`src/hdl/wgdr_pkg.sv`:
```
// Shared types, codes and helper functions for the wait-graph deadlock recovery core.
`default_nettype none
package wgdr_pkg;

  localparam int unsigned MAX_SITES = 8;
  localparam int unsigned SITE_W    = 3;
  localparam int unsigned CNT_W     = 4;
  localparam int unsigned MASK_W    = 8;
  localparam int unsigned MATRIX_W  = 64;
  localparam int unsigned PRIO_W    = 24;
  localparam int unsigned CFG_IDX_W = 2;
  localparam int unsigned EVENT_W   = 3;

  localparam logic [CFG_IDX_W-1:0] REG_SITE_COUNT     = 2'd0;
  localparam logic [CFG_IDX_W-1:0] REG_WAIT_MATRIX    = 2'd1;
  localparam logic [CFG_IDX_W-1:0] REG_PRIORITY_ORDER = 2'd2;

  localparam logic [EVENT_W-1:0] EV_NONE      = 3'd0;
  localparam logic [EVENT_W-1:0] EV_STILL     = 3'd1;
  localparam logic [EVENT_W-1:0] EV_RECOVERED = 3'd2;
  localparam logic [EVENT_W-1:0] EV_ALL_GONE  = 3'd3;
  localparam logic [EVENT_W-1:0] EV_FEW_SITES = 3'd4;
  localparam logic [EVENT_W-1:0] EV_BAD_START = 3'd5;

  localparam logic [CNT_W-1:0] SITE_COUNT_RST = 4'd8;
  localparam logic [PRIO_W-1:0] PRIO_RST      = 24'd16434824;

  typedef struct packed {
    logic              start;
    logic [SITE_W-1:0] probe;
    logic [MASK_W-1:0] live;
  } reach_req_t;

  typedef struct packed {
    logic done;
    logic hit;
  } reach_res_t;

  function automatic logic [SITE_W-1:0] lowest_site(input logic [MASK_W-1:0] mask);
    logic [SITE_W-1:0] s;
    logic              found;
    s = '0;
    found = 1'b0;
    for (int i = 0; i < MASK_W; i++) begin
      if (mask[i] && !found) begin
        s = SITE_W'(i);
        found = 1'b1;
      end
    end
    return s;
  endfunction

  function automatic logic [SITE_W-1:0] pick_victim(input logic [CNT_W-1:0] n,
                                                    input logic [MASK_W-1:0] live,
                                                    input logic [PRIO_W-1:0] prio);
    logic [SITE_W-1:0] s;
    logic [SITE_W-1:0] v;
    logic              found;
    v = lowest_site(live);
    found = 1'b0;
    for (int r = 0; r < MAX_SITES; r++) begin
      s = prio[r*SITE_W +: SITE_W];
      if (!found && (CNT_W'(r) < n) && ({1'b0, s} < n) && live[s]) begin
        v = s;
        found = 1'b1;
      end
    end
    return v;
  endfunction

endpackage
`default_nettype wire

```
`src/hdl/wgdr_reach.sv`:
```
// Iterative reachability unit: sweeps matrix rows one per cycle until the reached set settles.
`default_nettype none
module wgdr_reach
  import wgdr_pkg::*;
(
  input  wire logic                clk_i,
  input  wire logic                rst_ni,
  input  wire logic [MATRIX_W-1:0] matrix_i,
  input  wire reach_req_t          req_i,
  output reach_res_t               res_o
);

  logic              busy_q, seed_q, chg_q, done_q, hit_q;
  logic [SITE_W-1:0] idx_q, probe_q;
  logic [MASK_W-1:0] live_q, reached_q;

  logic [SITE_W-1:0] sel;
  logic [MASK_W-1:0] row, add, reached_d;
  logic              grew;

  always_comb begin
    sel       = seed_q ? probe_q : idx_q;
    row       = matrix_i[{sel, 3'b000} +: MASK_W] & live_q;
    add       = (seed_q || reached_q[idx_q]) ? row : '0;
    reached_d = reached_q | add;
    grew      = reached_d != reached_q;
  end

  always_ff @(posedge clk_i or negedge rst_ni) begin
    if (!rst_ni) begin
      busy_q <= 1'b0;
      seed_q <= 1'b0;
      chg_q  <= 1'b0;
      done_q <= 1'b0;
      idx_q  <= '0;
    end else begin
      done_q <= 1'b0;
      if (req_i.start) begin
        busy_q <= 1'b1;
        seed_q <= 1'b1;
        chg_q  <= 1'b0;
        idx_q  <= '0;
      end else if (busy_q) begin
        if (seed_q) begin
          seed_q <= 1'b0;
        end else if (idx_q == SITE_W'(MASK_W - 1)) begin
          idx_q <= '0;
          chg_q <= 1'b0;
          if (!(chg_q || grew)) begin
            busy_q <= 1'b0;
            done_q <= 1'b1;
          end
        end else begin
          idx_q <= idx_q + 1'b1;
          chg_q <= chg_q | grew;
        end
      end
    end
  end

  always_ff @(posedge clk_i) begin
    if (req_i.start) begin
      probe_q   <= req_i.probe;
      live_q    <= req_i.live;
      reached_q <= '0;
    end else if (busy_q) begin
      reached_q <= reached_d;
      hit_q     <= reached_d[probe_q];
    end
  end

  assign res_o.done = done_q;
  assign res_o.hit  = hit_q;

  ap_done_idle: assert property (@(posedge clk_i) disable iff (!rst_ni)
    res_o.done |-> !busy_q) else $error("reach done while busy");
  ap_seed_first: assert property (@(posedge clk_i) disable iff (!rst_ni)
    req_i.start |=> (busy_q && seed_q && idx_q == '0)) else $error("reach start not seeded");
  ap_no_done_seed: assert property (@(posedge clk_i) disable iff (!rst_ni)
    seed_q |=> !res_o.done) else $error("reach done straight after seed");

endmodule
`default_nettype wire

```
`src/hdl/wait_graph_deadlock_recovery_core.sv`:
```
// Top level: request sequencer, victim selection, config registers and result register.
// An error result passes through the emit state and then the output register; a probe first
// seeds from the probe site, then sweeps the matrix rows until a whole pass adds no site, and
// each kill and result takes its own state. Only one request is taken at a time.
// A result waiting in the output register stalls the sequencer only when another is due.
// Reset: asynchronous, active low; clears control and restores config register defaults.
`default_nettype none
module wait_graph_deadlock_recovery_core
  import wgdr_pkg::*;
(
  input  wire logic                 clk_i,
  input  wire logic                 rst_ni,
  input  wire logic                 s_axis_tvalid,
  output logic                      s_axis_tready,
  input  wire logic [7:0]           s_axis_tdata,   // [2:0] start_site
  output logic                      m_axis_tvalid,
  input  wire logic                 m_axis_tready,
  output logic [7:0]                m_axis_tdata,   // [2:0] event_res, [5:3] victim
  output logic                      m_axis_tlast,
  input  wire logic                 cfg_we_i,
  input  wire logic [CFG_IDX_W-1:0] cfg_idx_i,
  input  wire logic [MATRIX_W-1:0]  cfg_data_i
);

  localparam logic [1:0] ST_IDLE  = 2'd0;
  localparam logic [1:0] ST_PROBE = 2'd1;
  localparam logic [1:0] ST_KILL  = 2'd2;
  localparam logic [1:0] ST_EMIT  = 2'd3;

  logic [1:0]          state_q, state_d;
  logic [CNT_W-1:0]    site_count_q;
  logic [MATRIX_W-1:0] wait_matrix_q;
  logic [PRIO_W-1:0]   prio_q;

  logic [CNT_W-1:0]    n_q;
  logic [MASK_W-1:0]   all_q, kill_q, live_q;
  logic                first_q;
  logic [SITE_W-1:0]   vic_q;
  logic [EVENT_W-1:0]  res_ev_q;
  logic [SITE_W-1:0]   res_vic_q;
  logic                res_last_q;

  logic                out_valid_q, out_last_q;
  logic [EVENT_W-1:0]  out_ev_q;
  logic [SITE_W-1:0]   out_vic_q;

  logic [CNT_W-1:0]    n_cur;
  logic [MASK_W-1:0]   all_cur, live_new;
  logic [SITE_W-1:0]   start, vic_new;
  logic                in_acc, out_free;
  reach_req_t          reach_req;
  reach_res_t          reach_res;

  wgdr_reach u_reach (
    .clk_i    (clk_i),
    .rst_ni   (rst_ni),
    .matrix_i (wait_matrix_q),
    .req_i    (reach_req),
    .res_o    (reach_res)
  );

  always_comb begin
    n_cur = (site_count_q > CNT_W'(MAX_SITES)) ? CNT_W'(MAX_SITES) : site_count_q;
    for (int i = 0; i < MASK_W; i++) begin
      all_cur[i] = CNT_W'(i) < n_cur;
    end
    start    = s_axis_tdata[SITE_W-1:0];
    in_acc   = s_axis_tvalid && s_axis_tready;
    out_free = !out_valid_q || m_axis_tready;
    vic_new  = pick_victim(n_q, live_q, prio_q);
    live_new = live_q & ~(MASK_W'(1) << vic_new);
  end

  assign s_axis_tready = state_q == ST_IDLE;

  always_comb begin
    state_d         = state_q;
    reach_req.start = 1'b0;
    reach_req.probe = lowest_site(live_q);
    reach_req.live  = live_q;
    unique case (state_q)
      ST_IDLE: begin
        if (in_acc) begin
          if (n_cur < CNT_W'(2) || {1'b0, start} >= n_cur) begin
            state_d = ST_EMIT;
          end else begin
            state_d         = ST_PROBE;
            reach_req.start = 1'b1;
            reach_req.probe = start;
            reach_req.live  = all_cur;
          end
        end
      end
      ST_PROBE: begin
        if (reach_res.done) begin
          state_d = (reach_res.hit && first_q) ? ST_KILL : ST_EMIT;
        end
      end
      ST_KILL: begin
        if (live_new == '0) begin
          state_d = ST_EMIT;
        end else begin
          state_d         = ST_PROBE;
          reach_req.start = 1'b1;
          reach_req.probe = lowest_site(live_new);
          reach_req.live  = live_new;
        end
      end
      ST_EMIT: begin
        if (out_free) begin
          state_d = res_last_q ? ST_IDLE : ST_KILL;
        end
      end
      default: state_d = ST_IDLE;
    endcase
  end

  always_ff @(posedge clk_i or negedge rst_ni) begin
    if (!rst_ni) begin
      state_q       <= ST_IDLE;
      site_count_q  <= SITE_COUNT_RST;
      wait_matrix_q <= '0;
      prio_q        <= PRIO_RST;
      out_valid_q   <= 1'b0;
    end else begin
      state_q <= state_d;
      if (cfg_we_i) begin
        unique case (cfg_idx_i)
          REG_SITE_COUNT:     site_count_q  <= cfg_data_i[CNT_W-1:0];
          REG_WAIT_MATRIX:    wait_matrix_q <= cfg_data_i;
          REG_PRIORITY_ORDER: prio_q        <= cfg_data_i[PRIO_W-1:0];
          default: ;
        endcase
      end
      if (state_q == ST_EMIT && out_free) begin
        out_valid_q <= 1'b1;
      end else if (m_axis_tready) begin
        out_valid_q <= 1'b0;
      end
    end
  end

  always_ff @(posedge clk_i) begin
    unique case (state_q)
      ST_IDLE: begin
        if (in_acc) begin
          n_q        <= n_cur;
          all_q      <= all_cur;
          live_q     <= all_cur;
          kill_q     <= '0;
          first_q    <= 1'b1;
          res_vic_q  <= '0;
          res_last_q <= 1'b1;
          res_ev_q   <= (n_cur < CNT_W'(2)) ? EV_FEW_SITES : EV_BAD_START;
        end
      end
      ST_PROBE: begin
        if (reach_res.done) begin
          if (!reach_res.hit) begin
            res_ev_q   <= first_q ? EV_NONE : EV_RECOVERED;
            res_vic_q  <= first_q ? '0 : vic_q;
            res_last_q <= 1'b1;
          end else begin
            res_ev_q   <= EV_STILL;
            res_vic_q  <= vic_q;
            res_last_q <= first_q;
          end
        end
      end
      ST_KILL: begin
        first_q    <= 1'b0;
        vic_q      <= vic_new;
        live_q     <= live_new;
        kill_q     <= kill_q | (MASK_W'(1) << vic_new);
        res_ev_q   <= EV_ALL_GONE;
        res_vic_q  <= vic_new;
        res_last_q <= 1'b1;
      end
      ST_EMIT: begin
        if (out_free) begin
          out_ev_q   <= res_ev_q;
          out_vic_q  <= res_vic_q;
          out_last_q <= res_last_q;
        end
      end
      default: ;
    endcase
  end

  assign m_axis_tvalid = out_valid_q;
  assign m_axis_tdata  = {2'b00, out_vic_q, out_ev_q};
  assign m_axis_tlast  = out_last_q;

  ap_live_split: assert property (@(posedge clk_i) disable iff (!rst_ni)
    (state_q != ST_IDLE && state_q != ST_EMIT) |-> (live_q == (all_q & ~kill_q)))
    else $error("live mask out of step with kill mask");
  ap_probe_live: assert property (@(posedge clk_i) disable iff (!rst_ni)
    state_q == ST_PROBE |-> live_q != '0) else $error("probe with no live site");
  ap_done_probe: assert property (@(posedge clk_i) disable iff (!rst_ni)
    reach_res.done |-> state_q == ST_PROBE) else $error("reach done outside probe");
  ap_kill_once: assert property (@(posedge clk_i) disable iff (!rst_ni)
    state_q == ST_KILL |-> (live_q & (MASK_W'(1) << vic_new)) != '0)
    else $error("victim not live");

endmodule
`default_nettype wire
```
`config.mk`:
```
export PLATFORM = sky130hd
export DESIGN_NAME = wait_graph_deadlock_recovery_core
export DESIGN_NICKNAME = d
export VERILOG_FILES = /design/src/hdl/wgdr_pkg.sv /design/src/hdl/wgdr_reach.sv /design/src/hdl/wait_graph_deadlock_recovery_core.sv
export SDC_FILE = /design/constraint.sdc
export NUM_CORES = 1
export LEC_CHECK = 0
export ABC_AREA = 1
export BUFFER_PORTS_ARGS = -buffer_cell sky130_fd_sc_hd__clkbuf_2
export CORE_MARGIN = 4
export CORE_UTILIZATION = 50
export DETAILED_ROUTE_END_ITERATION = 6
export GPL_TIMING_DRIVEN = 0
export PLACE_DENSITY = 0.72
export SLEW_MARGIN = 20
export SYNTH_ARGS = -nofsm -noshare
export SYNTH_HDL_FRONTEND = slang
export SYNTH_SLANG_ARGS = --single-unit
```
`constraint.sdc`:
```
create_clock -name clk_i -period 3.5 [get_ports clk_i]
set_input_delay 0.875 -clock clk_i [delete_from_list [all_inputs] [get_ports clk_i]]
set_output_delay 0.875 -clock clk_i [all_outputs]
set_load 0.03 [all_outputs]
```
# ---- Word-level counts from Yosys, hierarchy flattened
# Cells that the tools add are included.
dict set report totals {
  ff_bits 152
  inputBits 79
  out_inout_bits 11
  word_cells 296
}
dict set report op_classes {
  n_addsub 1
  n_lt_le_gt_ge 37
  n_eq_ne 11
  shifts 2
  mux 132
  n_bitwise 6
  reduce_logical 83
}
# operator n
set op_table {}
lappend op_table {{$mux 3} 31}
lappend op_table {{$mux 1} 70}
lappend op_table {{$shiftx 64x7->8} 1}
lappend op_table {{$logic_and 1x1->1} 40}
lappend op_table {{$lt 3x4->1 const B} 10}
lappend op_table {{$mux 12} 3}
lappend op_table {{$lt 3x4->1} 8}
lappend op_table {{$lt 3x4->1 const A} 8}
lappend op_table {{$bmux 1 s3} 10}
lappend op_table {{$pmux 12 s2} 1}
lappend op_table {{$logic_not 1->1} 22}
lappend op_table {{$pmux 3 s3} 2}
lappend op_table {{$and 8x8->8} 2}
lappend op_table {{$lt 1x4->1 const A} 4}
lappend op_table {{$lt 2x4->1 const A} 4}
lappend op_table {{$mux 2} 8}
lappend op_table {{$mux 8} 2}
lappend op_table {{$pmux 8 s2} 1}
lappend op_table {{$reduce_and 2->1} 8}
lappend op_table {{$logic_not 8->1} 1}
lappend op_table {{$ne 8x8->1} 1}
lappend op_table {{$not 8->8} 1}
lappend op_table {{$or 8x8->8} 1}
lappend op_table {{$pmux 2 s4} 1}
lappend op_table {{other kinds (20)} 32}

# ---- Logic depth before layout (Yosys ltp)
dict set report depth {
  depth_word 82
  depth_mapped 27
  mapped_depth_nobuf 27
}

# ---- Hierarchy
# Synthesis repeated with hierarchy kept, for this count alone.
dict set report hier_totals {
  hier_cells 1194
  area_unflattened_um2 9334.0
}
# mod instances cells_per_inst area_per_inst_um2 seq_area_each_um2
set modules_own_cells {}
lappend modules_own_cells {wait_graph_deadlock_recovery_core 1 867 7219.4 3294.4}
lappend modules_own_cells {wgdr_reach 1 327 2114.5 695.7}

# ---- Least setup slack after synthesis
# Ideal clock, no wire load.
dict set report synth_path {
  kind {reg-to-reg}
  startpoint {reg n_q[2]}
  endpoint {reg u_reach.hit_q (enable)}
  setup_time_ps 295
  arrival_ps 2930
  required_time_ps 3205
  path_slack_ps 275
  stages_incl_launch_ff 25
  n_path_buf 2
  synth_period_minus_slack_ps 3225
  path_cell_list {edfxtp_1 -> inv_1 -> ha_1 -> inv_1 -> nor2_1 -> a21oi_4 -> nand3_4 -> buf_6 -> and2_4 -> nand3_1 -> nand3_1 -> nand3_1 -> nand2_1 -> nand2_2 -> nand2_2 -> nand2_4 -> nand3_1 -> nand2_1 -> nand2_2 -> nor2_8 -> nand2_4 -> nand2_8 -> nand2_4 -> buf_6 -> nor2_2}
}
# item line
set synth_lines {}
lappend synth_lines {{start, declared} wait_graph_deadlock_recovery_core.sv:35} ;# logic [CNT_W-1:0] n_q;
lappend synth_lines {{start signal, assigned} wait_graph_deadlock_recovery_core.sv:147} ;# n_q <= n_cur;
lappend synth_lines {{end signal, assigned} wgdr_reach.sv:68} ;# hit_q <= reached_d[probe_q];
lappend synth_lines {{end, declared} wgdr_reach.sv:13} ;# logic busy_q, seed_q, chg_q, done_q, hit_q;

==> impl_metrics.ini <==
[global_routing]
track_usage_pct = 25.4
grt_pass1_wl_mm = 40.4
antenna_found_initial = 0
grt_max_degree = 90
grt-ovfl-total = 0
grt_pass1_vias = 7837

[critical_path]
slowest_delay_ps = 430
cp_cell_sequence = clkinvlp_4 > buf_4 > ha_4 > nand2_1 > nand2_2 > a21oi_4 > nand3_4 > buf_4 > nand4_4 > nor2_8 > nand2_4 > nor2_4 > nand2_2 > nand2_4 > nand2_4 > o21ai_4 > nand2_2 > nor2_4 > nand2_4 > nand2_8 > nand2_8 > buf_12 > nor2_4
critPathCaptureType = flip-flop
crit_type = flip-flop to flip-flop
setup.worst_path.start_class = flip-flop
cp_data_arrival_time_ps = 3760
r2r_slack_ps = -120
critPathTopFamily = simple AND/OR/NAND/NOR gates
worst-path-buf-inv = 4
critPathSlowestCell = edfxtp_1
path_common_cell = nand2_4
path_max_fanout = 8
critPathRequiredTime_ps = 3640

[finish]
final_util_pct = 62.4
seq_area_um2 = 3990
fillers = 1486
diodes = 0
multi_input_area_um2 = 4560
fin_cells = 1481
drive_gt1_share_pct = 25.9
area_delta_synth_final_pct = 20.9
layout.nets = 1345

[yosys]
avgSynthCellArea_um2 = 8.15
synth-warning-count = 0
yosys-top-cells-count = nand2_1, inv_1, o21ai_0
synthDistinctLibCells = 55
ys_seq_area_share_pct = 44.2
async_flop_share_pct = 67.1
yosysTopAreaCellShare_pct = 24.7
synth_most_common_cell = nand2_1
netlist_top_cells_area = dfrtp_1, edfxtp_1, nand2_1
ys_ff_latch = 152
syn-cell-area_um2 = 9020
synth_edf_count = 42
synth_flop_cell = dfrtp_1
yosysTopAreaCell = dfrtp_1
netlist_instances = 1107

[clock_network]
clk_pin_slew_ps = 70
cts_tree = yes
clkSinkCount = 152
clockBufferDepth = 2
htreeDepth = 4
holdBufCountCts = 0
clk_latency_ps = 430
cts_buffers = 17
clockRootBuffer = clkbuf_16

[power]
max-vdd-ir-drop_mv = 0.543
p_leak_nw = 5.09
powerDensity_nw_per_um2 = 968

[floorplan]
dieArea_um2 = 20300
start_util_pct = 51.6
io_pins = 90
dieWidth_um = 142
coreArea_um2 = 17500
die_h_um = 142
core.rowCount = 48

[sta]
period_minus_slack_ps = 3620
rsz0062_at_grt = true
fin_ws_ps = -120
setup_viol = 22
hold_violations = 0
setup_tns_ps = -530
finalMaxSlewViolations = 0
relSlewSlack_pct = 37.3
worst_pin_slew_ps = 935
max_freq_ghz = 0.276
fin_worst_skew_ps = 10.8
min_period_over_period_pct = 103

[detailed_routing]
viasPerCell = 5.67
dr_total_vias = 8398
detailedRoute.firstIterationViolations = 747
firstDrtPassIters = 5
ant_nets = 0
wire_per_inst_um = 17.6
drcViolationCount = 0
wl_mm = 26.0

[placement]
dp_hpwl_mm = 18.5
placed_cells = 1416
io_buffers = 82
gp_congestion = 0.946

[status]
violations = setup timing
outcome = complete, but fails checks

[job]
maxCapViolCount = 0

[worst_hold_path]
hp-class = primary input to async pin
## registers in the layout (all words and copies together) (netlist names), 4 cells and up
| signal | count |
|---|---|
| live_q | 8 |
| n_q | 4 |
| prio_q | 24 |
| site_count_q | 4 |
| u_reach.live_q | 8 |
| u_reach.reached_q | 8 |
| wait_matrix_q | 64 |
## worst paths after layout
kind,start,depth (start not counted),endpoint
max reg2reg,n_q[1],23,u_reach.hit_q
min reg2reg,res_ev_q[1],0,out_ev_q[1]
max in group asynchronous,rst_ni,2,prio_q[21]
min,rst_ni,1,wait_matrix_q[32]
max,n_q[1],23,u_reach.hit_q
min in group clk_i,res_ev_q[1],0,out_ev_q[1]
## placed cells by master (no fill, tap or decap), drive strengths merged, types with 4 or more instances in the layout
master / netlist / routed
nand4: 18 / 18
nand2: 293 / 293
clkbuf: 30 / 132
nor3: 6 / 6
dfxtp: 8 / 8
edfxtp: 42 / 42
nand3: 101 / 101
inv: 128 / 132
ha: 23 / 23
or2: 4 / 4
buf: 14 / 47
a21oi: 59 / 59
dfrtp: 89 / 89
a32o: 7 / 7
o211ai: 8 / 8
dfstp: 13 / 13
o21ai: 124 / 124
mux2: 40 / 40
nor2: 73 / 73
clkinv: 3 / 7
## final cells by class
type / instances / share of cell area (%)
multi-input combinational: 781 / 41.8
clock buffer: 19 / 4.09
inverter: 131 / 4.60
clock inverter: 13 / 1.51
timing repair buffer: 116 / 6.81
sequential: 152 / 36.6
buffer: 44 / 1.97
tap: 225 / 2.58
## per-stage QoR
step | instance area [um2] | worst slack [ps] | hold WS, ps | power [W]
after global placement | 9720 | -348 | 401 | 0.00757
after floorplan | 9020 | 275 | 400 | 0.00635
after global routing | 10900 | -266 | 278 | 0.0113
final | 10900 | -120 | 279 | 0.0106
after detailed placement | 9750 | -371 | 405 | 0.00767
after CTS | 10600 | -12.1 | 278 | 0.00992
## timing repair
action / CTS / global route
setup buffers: 13 / 18
pin swaps: 12 / 33
gates resized for setup: 16 / 47
gates cloned: 1 / 1
endpoints found under the setup margin: 35 / 38
## power by group
part,leakage (nW),total (W),internal [W],switching [W]
clock network,0.307,0.00194,0.00116,0.000780
logic,3.11,0.00570,0.00203,0.00367
registers,1.68,0.00292,0.00252,0.000399
## layer usage
metal	vias to the layer above	wire length, um	track usage, %
met3	52	2200	5.24
li1	3979	-	-
met2	382	12200	40.7
met1	3985	11100	35.5
met4	0	504	6.45
met5	-	0	0
## cells by family (layout without fill, tap and decap cells)
| family | after synthesis | in the layout | share of synthesized area (%) |
|---|---|---|---|
| AOI/OAI and AO/OA | 220 | 220 | 13.9 |
| and+or+nand+nor | 496 | 496 | 25.9 |
| buffers and inverters | 175 | 323 | 7.74 |
| adders and majority gates | 23 | 23 | 3.19 |
| other | 1 | 2 | 0.0416 |
| DFF | 152 | 152 | 44.2 |
| muxes | 40 | 40 | 4.99 |
No activity file was read; power rests on OpenSTA's default activity.
